### src/accumulator_cpu_execute_unit_top_defines.svh
// Assertion macros for the accumulator machine execute unit.
// Included by the top level; assumes signals named clk and rst in scope.
`ifndef ACCUMULATOR_CPU_EXECUTE_UNIT_TOP_DEFINES_SVH
`define ACCUMULATOR_CPU_EXECUTE_UNIT_TOP_DEFINES_SVH

`ifndef ASSERT_OFF
// Property must hold at every clock edge outside reset.
`define ACCEXU_ASSERT(label, prop, msg) \
  label: assert property (@(posedge clk) disable iff (rst) prop) else $error(msg);
// Expression must never be true outside reset.
`define ACCEXU_ASSERT_NEVER(label, expr, msg) \
  label: assert property (@(posedge clk) disable iff (rst) !(expr)) else $error(msg);
`else
`define ACCEXU_ASSERT(label, prop, msg)
`define ACCEXU_ASSERT_NEVER(label, expr, msg)
`endif

`endif

### src/accexu_pkg.sv
// Shared types and constants of the accumulator machine execute unit.
// No dependencies; used by accumulator_cpu_execute_unit_top and the testbench.
package accexu_pkg;

  localparam int DATA_WIDTH           = 32;
  localparam int REG_COUNT_DEFAULT    = 20;
  localparam int PROGRAM_DEPTH        = 256;
  localparam int PC_WIDTH             = 8;
  localparam int LEN_WIDTH            = 9;
  localparam logic [LEN_WIDTH-1:0] LEN_RESET = 9'd256;

  typedef enum logic [4:0] {
    OP_INVALID = 5'd0,
    OP_LDAV    = 5'd1,
    OP_LDAR    = 5'd2,
    OP_INP     = 5'd3,
    OP_ADD     = 5'd4,
    OP_SUB     = 5'd5,
    OP_MUL     = 5'd6,
    OP_DIV     = 5'd7,
    OP_RADD    = 5'd8,
    OP_RSUB    = 5'd9,
    OP_RMUL    = 5'd10,
    OP_RDIV    = 5'd11,
    OP_STA     = 5'd12,
    OP_BRP     = 5'd13,
    OP_BRPI    = 5'd14,
    OP_BRN     = 5'd15,
    OP_BRNI    = 5'd16,
    OP_BRZ     = 5'd17,
    OP_BRA     = 5'd18,
    OP_BRAA    = 5'd19,
    OP_OUT     = 5'd20,
    OP_OUTL    = 5'd21,
    OP_DRAA    = 5'd22,
    OP_OUTN    = 5'd23,
    OP_PAUS    = 5'd24,
    OP_CLR     = 5'd25,
    OP_HLT     = 5'd26
  } opcode_t;

  typedef enum logic [2:0] {
    EV_NONE    = 3'd0,
    EV_NUMBER  = 3'd1,
    EV_CHAR    = 3'd2,
    EV_NEWLINE = 3'd3,
    EV_TEXT    = 3'd4,
    EV_PAUSE   = 3'd5,
    EV_CLEAR   = 3'd6
  } event_t;

  typedef enum logic [2:0] {
    ERR_NONE   = 3'd0,
    ERR_OPCODE = 3'd1,
    ERR_REG    = 3'd2,
    ERR_DIV0   = 3'd3,
    ERR_ADDR   = 3'd4
  } error_t;

endpackage

### src/accumulator_cpu_execute_unit_top.sv
// Accumulator machine execute unit: one decoded instruction per input beat, one result beat out.
// States run IDLE, READ, EXEC, OUT; DIV/RDIV add DIV (one quotient bit per cycle) and FIX before OUT.
// A new instruction is accepted only in IDLE, so none is taken while one is in flight or its result stalls.
// Depends on accexu_pkg and accumulator_cpu_execute_unit_top_defines.svh.
// Reset (rst, synchronous, active high) clears the accumulator, registers, program counter,
// halt status and sets program_length to 256.
`include "accumulator_cpu_execute_unit_top_defines.svh"

module accumulator_cpu_execute_unit_top #(
  parameter int REGISTER_COUNT = accexu_pkg::REG_COUNT_DEFAULT
) (
  input  logic        clk,
  input  logic        rst,
  // Instruction stream.
  input  logic        s_tvalid,
  output logic        s_tready,
  input  logic [63:0] s_tdata,   // operand [31:0], input_value [63:32]
  input  logic [4:0]  s_tuser,   // action
  // Result stream.
  output logic        m_tvalid,
  input  logic        m_tready,
  output logic [79:0] m_tdata,   // accumulator_value [31:0], next_address [39:32],
                                 // event_value [71:40], halted [72], error_code [75:73], zero pad
  output logic [2:0]  m_tuser,   // event_kind
  // Configuration: program_length.
  input  logic        cfg_valid,
  output logic        cfg_ready,
  input  logic [8:0]  cfg_data
);

  localparam int W     = accexu_pkg::DATA_WIDTH;
  localparam int PCW   = accexu_pkg::PC_WIDTH;
  localparam int LENW  = accexu_pkg::LEN_WIDTH;
  localparam int IDXW  = $clog2(REGISTER_COUNT);
  localparam int CNTW  = $clog2(W);

  // The sequencer. READ fetches the register operand, EXEC executes everything but
  // division, DIV runs the restoring divide loop on the shared adder, FIX applies the
  // quotient sign on the same adder, OUT hands the result to the output register.
  typedef enum logic [2:0] {
    S_IDLE,
    S_READ,
    S_EXEC,
    S_DIV,
    S_FIX,
    S_OUT
  } state_t;

  state_t state;

  // Latched instruction.
  accexu_pkg::opcode_t op_r;
  logic [W-1:0]        imm_r;
  logic [W-1:0]        inval_r;
  logic [W-1:0]        opnd;
  logic                reg_ok_r;
  logic [IDXW-1:0]     idx_r;

  // Architectural state.
  logic [W-1:0]          acc;
  logic [W-1:0]          regs [REGISTER_COUNT];
  logic [PCW-1:0]        pc;
  logic                  stopped;
  accexu_pkg::error_t    cause;
  logic [LENW-1:0]       prog_len;

  // Divider state.
  logic [W-1:0]  rem;
  logic [W-1:0]  quo;
  logic [W-1:0]  dvs;
  logic          q_neg;
  logic [CNTW-1:0] cnt;

  // Result held between commit and the output register.
  logic [W-1:0]          res_acc;
  logic [PCW-1:0]        res_pc;
  accexu_pkg::event_t    res_ev;
  logic [W-1:0]          res_evv;
  logic                  res_halted;
  accexu_pkg::error_t    res_err;

  // Output register.
  logic [W-1:0]          m_acc;
  logic [PCW-1:0]        m_pc;
  accexu_pkg::event_t    m_ev;
  logic [W-1:0]          m_evv;
  logic                  m_halted;
  accexu_pkg::error_t    m_err;

  assign s_tready  = (state == S_IDLE);
  assign cfg_ready = 1'b1;
  assign m_tdata   = {4'b0, m_err, m_halted, m_evv, m_pc, m_acc};
  assign m_tuser   = m_ev;

  // Register index check on the operand field.
  logic             reg_ok;
  logic [IDXW-1:0]  idx;
  logic             uses_reg;
  assign reg_ok = !imm_r[W-1] && (imm_r[W-2:0] < (W-1)'(REGISTER_COUNT));
  assign idx    = imm_r[IDXW-1:0];
  assign uses_reg = (op_r == accexu_pkg::OP_LDAR) || (op_r == accexu_pkg::OP_RADD) ||
                    (op_r == accexu_pkg::OP_RSUB) || (op_r == accexu_pkg::OP_RMUL) ||
                    (op_r == accexu_pkg::OP_RDIV);

  // Effective program length: program_length capped at the program depth.
  logic [LENW-1:0] limit;
  logic            pc_bad;
  assign limit  = (prog_len < LENW'(accexu_pkg::PROGRAM_DEPTH)) ?
                  prog_len : LENW'(accexu_pkg::PROGRAM_DEPTH);
  assign pc_bad = ({1'b0, pc} >= limit);

  // The shared adder. Operands are W+1 bits so that a divide trial on the shifted
  // remainder fits; bit W+1 of the sum is set exactly when a >= b on a subtraction.
  logic [W:0]   alu_a;
  logic [W:0]   alu_b;
  logic         alu_sub;
  logic [W+1:0] alu_sum;

  always_comb begin
    alu_a   = {1'b0, acc};
    alu_b   = {1'b0, opnd};
    alu_sub = (op_r == accexu_pkg::OP_SUB) || (op_r == accexu_pkg::OP_RSUB);
    case (state)
      S_DIV: begin
        alu_a   = {rem, quo[W-1]};
        alu_b   = {1'b0, dvs};
        alu_sub = 1'b1;
      end
      S_FIX: begin
        alu_a   = '0;
        alu_b   = {1'b0, quo};
        alu_sub = q_neg;
      end
      default: begin
      end
    endcase
  end

  assign alu_sum = {1'b0, alu_a} + {1'b0, alu_b ^ {(W+1){alu_sub}}} + (W+2)'(alu_sub);

  logic [W-1:0] prod;
  assign prod = acc * opnd;

  // Execute decision and the values committed at the end of EXEC or FIX.
  logic [W-1:0]        c_acc;
  logic [PCW-1:0]      c_pc;
  logic                c_stop;
  accexu_pkg::error_t  c_err;
  accexu_pkg::event_t  c_ev;
  logic [W-1:0]        c_evv;
  logic                c_store;
  logic                c_div;
  accexu_pkg::error_t  err;
  logic                halt;
  logic                take;
  logic                acc_neg;
  logic                acc_zero;
  logic [W-1:0]        nxt;

  assign acc_neg  = acc[W-1];
  assign acc_zero = (acc == '0);

  always_comb begin
    c_acc   = acc;
    c_pc    = pc;
    c_stop  = stopped;
    c_err   = cause;
    c_ev    = accexu_pkg::EV_NONE;
    c_evv   = '0;
    c_store = 1'b0;
    c_div   = 1'b0;
    err     = accexu_pkg::ERR_NONE;
    halt    = 1'b0;
    take    = 1'b0;
    nxt     = W'(pc) + W'(1);
    if (!stopped) begin
      if (pc_bad) begin
        err = accexu_pkg::ERR_ADDR;
      end else if (state == S_FIX) begin
        c_acc = alu_sum[W-1:0];
      end else begin
        case (op_r)
          accexu_pkg::OP_LDAV: c_acc = opnd;
          accexu_pkg::OP_INP:  c_acc = inval_r;
          accexu_pkg::OP_ADD,
          accexu_pkg::OP_SUB:  c_acc = alu_sum[W-1:0];
          accexu_pkg::OP_MUL:  c_acc = prod;
          accexu_pkg::OP_LDAR: begin
            if (reg_ok_r) c_acc = opnd;
            else err = accexu_pkg::ERR_REG;
          end
          accexu_pkg::OP_RADD,
          accexu_pkg::OP_RSUB: begin
            if (reg_ok_r) c_acc = alu_sum[W-1:0];
            else err = accexu_pkg::ERR_REG;
          end
          accexu_pkg::OP_RMUL: begin
            if (reg_ok_r) c_acc = prod;
            else err = accexu_pkg::ERR_REG;
          end
          accexu_pkg::OP_DIV,
          accexu_pkg::OP_RDIV: begin
            if (op_r == accexu_pkg::OP_RDIV && !reg_ok_r) err = accexu_pkg::ERR_REG;
            else if (opnd == '0) err = accexu_pkg::ERR_DIV0;
            else c_div = 1'b1;
          end
          accexu_pkg::OP_STA: begin
            if (reg_ok_r) c_store = 1'b1;
            else err = accexu_pkg::ERR_REG;
          end
          accexu_pkg::OP_BRP,
          accexu_pkg::OP_BRPI,
          accexu_pkg::OP_BRN,
          accexu_pkg::OP_BRNI,
          accexu_pkg::OP_BRZ,
          accexu_pkg::OP_BRA: begin
            take = (op_r == accexu_pkg::OP_BRP  && !acc_neg && !acc_zero) ||
                   (op_r == accexu_pkg::OP_BRPI && !acc_neg) ||
                   (op_r == accexu_pkg::OP_BRN  && acc_neg) ||
                   (op_r == accexu_pkg::OP_BRNI && (acc_neg || acc_zero)) ||
                   (op_r == accexu_pkg::OP_BRZ  && acc_zero) ||
                   (op_r == accexu_pkg::OP_BRA);
            if (take) begin
              if (imm_r[W-1]) err = accexu_pkg::ERR_ADDR;
              else nxt = {1'b0, imm_r[W-2:0]};
            end
          end
          accexu_pkg::OP_BRAA: begin
            if (acc_neg) err = accexu_pkg::ERR_ADDR;
            else nxt = acc;
          end
          accexu_pkg::OP_OUT: begin
            c_ev  = accexu_pkg::EV_NUMBER;
            c_evv = acc;
          end
          accexu_pkg::OP_DRAA: begin
            c_ev  = accexu_pkg::EV_CHAR;
            c_evv = acc;
          end
          accexu_pkg::OP_OUTL: c_ev = accexu_pkg::EV_TEXT;
          accexu_pkg::OP_OUTN: c_ev = accexu_pkg::EV_NEWLINE;
          accexu_pkg::OP_PAUS: c_ev = accexu_pkg::EV_PAUSE;
          accexu_pkg::OP_CLR:  c_ev = accexu_pkg::EV_CLEAR;
          accexu_pkg::OP_HLT:  halt = 1'b1;
          default:             err = accexu_pkg::ERR_OPCODE;
        endcase
      end
      // The instruction's effect stands even when the next fetch falls outside the program.
      if (err == accexu_pkg::ERR_NONE && !halt && nxt >= W'(limit)) begin
        err = accexu_pkg::ERR_ADDR;
      end
      if (err != accexu_pkg::ERR_NONE) begin
        c_pc   = '0;
        c_stop = 1'b1;
        c_err  = err;
      end else if (halt) begin
        c_stop = 1'b1;
      end else begin
        c_pc = nxt[PCW-1:0];
      end
    end
  end

  logic commit;
  assign commit = (state == S_FIX) || (state == S_EXEC && !c_div);

  always_ff @(posedge clk) begin
    if (rst) begin
      state    <= S_IDLE;
      acc      <= '0;
      pc       <= '0;
      stopped  <= 1'b0;
      cause    <= accexu_pkg::ERR_NONE;
      prog_len <= accexu_pkg::LEN_RESET;
      m_tvalid <= 1'b0;
      for (int i = 0; i < REGISTER_COUNT; i++) begin
        regs[i] <= '0;
      end
    end else begin
      if (cfg_valid && cfg_ready) begin
        prog_len <= cfg_data;
      end
      // A beat loaded in OUT keeps valid high, so the clear only applies elsewhere.
      if (m_tvalid && m_tready && state != S_OUT) begin
        m_tvalid <= 1'b0;
      end
      if (commit) begin
        acc        <= c_acc;
        pc         <= c_pc;
        stopped    <= c_stop;
        cause      <= c_err;
        res_acc    <= c_acc;
        res_pc     <= c_pc;
        res_ev     <= c_ev;
        res_evv    <= c_evv;
        res_halted <= c_stop;
        res_err    <= c_err;
        if (c_store) begin
          regs[idx_r] <= acc;
        end
      end
      case (state)
        S_IDLE: begin
          if (s_tvalid) begin
            op_r    <= accexu_pkg::opcode_t'(s_tuser);
            imm_r   <= s_tdata[W-1:0];
            inval_r <= s_tdata[2*W-1:W];
            state   <= S_READ;
          end
        end
        S_READ: begin
          reg_ok_r <= reg_ok;
          idx_r    <= idx;
          if (uses_reg) opnd <= reg_ok ? regs[idx] : '0;
          else opnd <= imm_r;
          state <= S_EXEC;
        end
        S_EXEC: begin
          if (c_div) begin
            rem   <= '0;
            quo   <= acc_neg ? (W'(0) - acc) : acc;
            dvs   <= opnd[W-1] ? (W'(0) - opnd) : opnd;
            q_neg <= acc_neg ^ opnd[W-1];
            cnt   <= CNTW'(W - 1);
            state <= S_DIV;
          end else begin
            state <= S_OUT;
          end
        end
        S_DIV: begin
          // One quotient bit per cycle: keep the trial difference when it did not borrow.
          if (alu_sum[W+1]) rem <= alu_sum[W-1:0];
          else rem <= {rem[W-2:0], quo[W-1]};
          quo <= {quo[W-2:0], alu_sum[W+1]};
          if (cnt == '0) state <= S_FIX;
          else cnt <= cnt - CNTW'(1);
        end
        S_FIX: begin
          state <= S_OUT;
        end
        S_OUT: begin
          if (!m_tvalid || m_tready) begin
            m_acc    <= res_acc;
            m_pc     <= res_pc;
            m_ev     <= res_ev;
            m_evv    <= res_evv;
            m_halted <= res_halted;
            m_err    <= res_err;
            m_tvalid <= 1'b1;
            state    <= S_IDLE;
          end
        end
        default: begin
          state <= S_IDLE;
        end
      endcase
    end
  end

  // Once stopped, only reset restarts the machine.
  `ACCEXU_ASSERT(a_stop_sticky, stopped |=> stopped, "stopped cleared without reset")
  // An error halt always parks the program counter at zero with the machine stopped.
  `ACCEXU_ASSERT_NEVER(a_err_park, (cause != accexu_pkg::ERR_NONE) && (pc != '0 || !stopped), "error without halt at address zero")
  // The divide loop runs its full count before the sign fix.
  `ACCEXU_ASSERT(a_div_count, (state == S_DIV) && (cnt != '0) |=> (state == S_DIV), "divide loop left early")

endmodule

### config.mk
export PLATFORM = sky130hd
export DESIGN_NAME = accumulator_cpu_execute_unit_top
export DESIGN_NICKNAME = d
export VERILOG_FILES = /design/src/accexu_pkg.sv /design/src/accumulator_cpu_execute_unit_top.sv
export VERILOG_INCLUDE_DIRS = /design/src /design/src/src
export SDC_FILE = /design/constraint.sdc
export NUM_CORES = 2
export LEC_CHECK = 0
export BUFFER_PORTS_ARGS = -buffer_cell sky130_fd_sc_hd__buf_2
export CAP_MARGIN = 40
export CORE_ASPECT_RATIO = 0.6
export CORE_MARGIN = 2
export CORE_UTILIZATION = 55
export CTS_CLUSTER_SIZE = 16
export DETAILED_ROUTE_END_ITERATION = 10
export HOLD_SLACK_MARGIN = 0.02
export PLACE_DENSITY_LB_ADDON = 0.08
export SLEW_MARGIN = 10
export SYNTH_ARGS = -nofsm -noshare
export SYNTH_HDL_FRONTEND = slang
export SYNTH_SLANG_ARGS = --single-unit
### constraint.sdc
create_clock -name clk -period 10.9 [get_ports clk]
set_input_delay 2.18 -clock clk [delete_from_list [all_inputs] [get_ports clk]]
set_output_delay 2.18 -clock clk [all_outputs]
set_load 0.02 [all_outputs]
# Word level (Yosys, flattened, before mapping)
# Memories as Yosys holds them, arrays and structs flattened. A register that Yosys moved wholly into a read port is not among the register bits.
# Index checks and enable logic that the tools add are counted.
# totals
output_inout_bits,86
register_bits,424
ram_bits,640
n_memories,1
# mem_list
memory,depth,width,read_ports,rd_clocked_by_memory_dff,write_ports,line_no,source
regs,20,32,1,1,20,accumulator_cpu_execute_unit_top.sv:61,logic [W-1:0] regs [REGISTER_COUNT];
# classes
magnitude_cmp,4
n_bitwise,4
reduce_logical,58
n_eq_ne,37
muxes,84
add_sub_neg,6
n_mul,1
# op_table
cell,n
$mux W32,14
$pmux W32 S7,1
$pmux W32 S2,3
$mux W31,6
$pmux W33 S2,1
$logic_not A32 Y1,2
$sub A1 B32 Y32 const A,2
$pmux W31 S2,1
$eq A5 B5 Y1 const B,11
$mux W3,14
$eq A5 B4 Y1 const B,8
$pmux W3 S6,2
$add A33 B33 Y34,1
$add A34 B1 Y34,1
$xor A33 B33 Y33,1
$ge A32 B9 Y1,1
$mul A32 B32 Y32,1
$reduce_or A32 Y1,1
$lt A31 B5 Y1 const B,1
$mux W1,28
$mux W8,3
$eq A5 B3 Y1 const B,4
$mux W5,4
$pmux W3 S5,1
33 further kinds,82

# Logic depth before layout (Yosys ltp)
# logic_depth
ltp_word,21
ltp_mapped,28
mapped_depth_nobuf,26

# Worst setup path after synthesis
# OpenSTA, ideal clock, no wires.
# synth_path
path_kind,input to register
startpoint,input port rst
endpoint,"register m_acc[0], enable pin"
n_path_buf,2
slack_ps,2272
t_arrival_ps,8015
path_stages,3
required_ps,10287
cell_sequence,clkbuf_1 > clkbuf_1 > nor3_1
# synth_between
elab_chain_cells,2
# synth_lines
element,line_no,source
start: declaration,accumulator_cpu_execute_unit_top.sv:13,"input logic rst,"
$not A1 Y1 (no source line),--,
$reduce_and A3 Y1 (no source line),--,
end signal: assignment,accumulator_cpu_execute_unit_top.sv:343,m_acc <= res_acc;
end: declaration,accumulator_cpu_execute_unit_top.sv:83,logic [W-1:0] m_acc;
# No other way between the ends.
# A chain may end at the register's enable or synchronous reset.

# Worst setup path in the final report
# layout_path
startpoint,register opnd[4]
endpoint,register acc[31]
# layout_between
elab_chain_cells,10
elab_cells_between_ends,21
classes_between,add/sub: 2; mul: 1; mux: 13; bitwise: 1; reduce/logical: 4
# layout_lines
element,line_no,source
start: declaration,accumulator_cpu_execute_unit_top.sv:55,logic [W-1:0] opnd;
start signal: assignment,accumulator_cpu_execute_unit_top.sv:314,if (uses_reg) opnd <= reg_ok ? regs[idx] : '0;
start signal: assignment,accumulator_cpu_execute_unit_top.sv:315,else opnd <= imm_r;
branches (longest 10 deep; another with $add A33 B33 Y34),--,
end signal: assignment,accumulator_cpu_execute_unit_top.sv:270,acc <= '0;
end signal: assignment,accumulator_cpu_execute_unit_top.sv:288,acc <= c_acc;
end: declaration,accumulator_cpu_execute_unit_top.sv:60,logic [W-1:0] acc;
# Parallel ways; which one is timed is not known.

==> impl_metrics.env <==
export IMPL_synth_edf_count=1391
export IMPL_clockBufferDepth=3
export IMPL_nets=6803
export IMPL_status="completed"
export IMPL_dpl_hpwl_um=173600
export IMPL_grt_pass1_wl_um=372600
export IMPL_cts_resized=0
export IMPL_endpoint_kind="flip-flop"
export IMPL_routed_wl_um=258600
export IMPL_period_minus_slack_ns=8.569
export IMPL_pwr_density_cell_mw_per_mm2=169.5
export IMPL_avgSynthCellArea_sq_um=13.39
export IMPL_synth_distinct_cells=90
export IMPL_clock_latency_ns=0.81
export IMPL_reg2reg_from="opnd[4]"
export IMPL_htree_levels=4
export IMPL_core_sq_mm=0.1472
export IMPL_drt_drc_violations_left=0
export IMPL_num_rows=109
export IMPL_clock_sinks=1453
export IMPL_reg2reg_depth=25
export IMPL_regMostFlops="regs"
export IMPL_min_delay_start="res_evv[11]"
export IMPL_synthFlopType="edfxtp_1"
export IMPL_largest_reg_flops=1024
export IMPL_cp_data_arrival_time_ns=9.23
export IMPL_worst_pin_slew_ns=1.018
export IMPL_period_share=0.7862
export IMPL_die_h_um=302.1
export IMPL_gp_congestion=1.005
export IMPL_dpl_cell_count=7934
export IMPL_ioPinCount=169
export IMPL_cts_buffers=138
export IMPL_io_buffer_count=163
export IMPL_initial_utilization=0.5536
export IMPL_viasPerCell=6.455
export IMPL_cts_tree="done"
export IMPL_grt_ovfl_total=0
export IMPL_critPathKind="reg -> reg"
export IMPL_fin_setup_tns_ns=0
export IMPL_wl_per_cell_um=31.57
export IMPL_hold_ws_ns=0.4125
export IMPL_synth_seq_cells=1453
export IMPL_rsz0062_at_grt="no"
export IMPL_worstHoldPathCells=0
export IMPL_dieArea_sq_mm=0.1513
export IMPL_setup_ws_ns=2.331
export IMPL_ys_seq_area_frac=0.5280
export IMPL_drive_gt1_frac=0.1683
export IMPL_rrSetupSlack_ns=2.33
export IMPL_fin_skew_ns=0.04809
export IMPL_min_to="m_evv[11]"
export IMPL_drt_initial_drc_count=7574
export IMPL_setup_violations=0
export IMPL_timing_final_max_slew_violations=0
export IMPL_utilization=0.6109
export IMPL_ys_warn_count=0
export IMPL_syn_to_final_growth_pct=10.35
export IMPL_postCtsSetupBuffers=0
export IMPL_max_cap_viol_count=0
export IMPL_irDropWorstVdd_uv=175.3
export IMPL_antenna_found_initial=18
export IMPL_reg2reg_to="acc[31]"
export IMPL_dr_pass1_iters=9
export IMPL_grtUsageTotal=0.3456
export IMPL_synthCells=6086
export IMPL_cts_hold_fix_buffers=0
export IMPL_die_x_um=500.9
export IMPL_antenna_left=0
export IMPL_finalHoldViolations=0
export IMPL_slew_headroom=0.3144
export IMPL_grt_pass1_vias=51047
export IMPL_fin_cells=8190
export IMPL_place_ws_ns=2.522
export IMPL_grt_max_degree=113
export IMPL_timing_hold_worst_class="reg -> reg"
export IMPL_num_vias=52867
export IMPL_async_flop_share=0
export IMPL_netlist_area_sq_mm=0.08146
export IMPL_path_clk_slew_ns=0.07
export IMPL_worst_setup_path_start_kind="flip-flop"
export IMPL_critPathRequiredTime_ns=11.56
export IMPL_fmax_ghz=0.1167
export IMPL_crit_fanout=19
export IMPL_root_buffer="clkbuf_16"
export IMPL_p_leak_uw=0.03370
-- worst max-delay path, stage by stage (launching register included) --
cell       delay [ns]
edfxtp_1         0.92
buf_4            0.38
and2_1           0.18
fa_1             0.42
inv_1            0.08
fa_1             0.42
fa_1             0.49
fa_1             0.57
inv_1            0.06
fa_1             0.51
inv_1            0.06
fa_1             0.54
inv_1            0.05
fa_1             0.49
fa_1             0.42
ha_1             0.36
a21o_1           0.18
a21oi_1          0.18
o221ai_1         0.17
a32o_1           0.36
o41a_1           0.45
a31o_2           0.28
xnor2_1          0.12
a211oi_1         0.22
a211oi_1         0.09
a2111oi_0        0.40
-- layout by cell type (no fill, tap or decap), types with 21 or more instances in the layout --
cell type  synthesis  layout
a211oi_1          23      23
a21o_1            40      40
a21oi_1          131     129
a221o_1           25      25
a22o_1            73      73
and2_1           908     908
buf_2              8     169
buf_4             16     177
clkbuf_1         388      34
clkbuf_16          0     144
clkinv_1           2      24
clkinv_2           0      24
dfxtp_1           62      27
dfxtp_2            0      31
edfxtp_1        1391    1391
fa_1             409     409
ha_1             176     176
inv_1            411     409
mux2i_1           69      69
mux4_2           320     320
nand2_1          450     450
nand2b_1          28      28
nand3_1           35      34
nor2_1           208     177
nor2_4             1      31
nor3_1           106     102
nor3_2            17      21
o21a_1            24      24
o21ai_0          185     164
o21ai_4            0      21
xnor2_1          152     152
xor2_1            54      54
-- layer usage --
layer / global-route usage / vias to the layer above / wire, um
met5: 0.007961 / - / 372
met4: 0.07632 / 16 / 5332
met3: 0.1311 / 351 / 39780
met2: 0.4419 / 3580 / 99620
met1: 0.5512 / 27187 / 113500
li1: - / 21733 / -
-- worst max-delay path by stage --
stage               end  slack, ns     from
2_1_floorplan  m_acc[0]       2.27      rst
3_3_place_gp    acc[31]       2.61  acc[10]
3_5_place_dp    acc[31]       2.52  opnd[5]
4_1_cts         acc[31]       2.47  opnd[5]
5_1_grt         acc[31]       1.84  opnd[5]
6_report        acc[31]       2.33  opnd[4]
-- Yosys cell counts (13+ instances only) --
cell type / count / area, sq um
a221o_1: 25 / 250.2
fa_1: 409 / 8188
o21a_1: 24 / 180.2
edfxtp_1: 1391 / 41770
a211oi_1: 23 / 172.7
dfxtp_1: 62 / 1241
o21ai_0: 185 / 925.9
nand3_1: 35 / 175.2
clkbuf_1: 388 / 1456
nand2_1: 450 / 1689
or3_1: 14 / 87.58
nor2_1: 208 / 780.8
nor3_2: 17 / 170.2
a22o_1: 73 / 639.4
xnor2_1: 152 / 1331
xor2_1: 54 / 473.0
buf_1: 50 / 187.7
mux2i_1: 69 / 690.7
nand2b_1: 28 / 175.2
a221oi_1: 16 / 140.1
o31ai_1: 20 / 150.1
nor3_1: 106 / 530.5
a21o_1: 40 / 300.3
a21oi_1: 131 / 655.6
nor2b_1: 16 / 100.1
buf_4: 16 / 120.1
inv_1: 411 / 1543
mux4_2: 320 / 7207
ha_1: 176 / 2202
a31oi_1: 13 / 81.33
and3_1: 19 / 118.9
and2_1: 908 / 5680
-- layout make-up --
type,instances,area (sq um)
Fill cell,11245,57260
Sequential cell,1453,43070
Multi-Input combinational cell,3750,35540
Clock buffer,181,3772
Timing Repair Buffer,377,2834
Tap cell,1942,2430
Inverter,415,1563
Clock inverter,68,676.9
Antenna cell,4,10.01
-- report_power, final --
group          switching [uW]  leakage [uW]  total (uW)  internal, uW
clock                    2200       0.00218        4880          2680
combinational            2390        0.0175        3880          1490
sequential                178        0.0140        6480          6300
total                    4770        0.0337       15200         10500
-- cell families after synthesis --
group                    after synthesis  synth area share
flip-flops                          1453            0.5280
AND/OR/NAND/NOR                     1879            0.1252
XOR/XNOR                             207           0.02242
other                                  2        0.00009219
adder cells (fa/ha/maj)              585            0.1275
multiplexers                         392           0.09736
AO/OA/AOI/OAI                        682           0.05687
buffers and inverters                886           0.04254
-- per-stage QoR --
stage / power, uW / area, sq um
finish: 15240 / 89890
global route: 15800 / 89880
CTS: 15160 / 89840
detailed placement: 10340 / 85400
global placement: 10280 / 84740
floorplan: 9045 / 81470
Power figures use the tool's default switching activity.
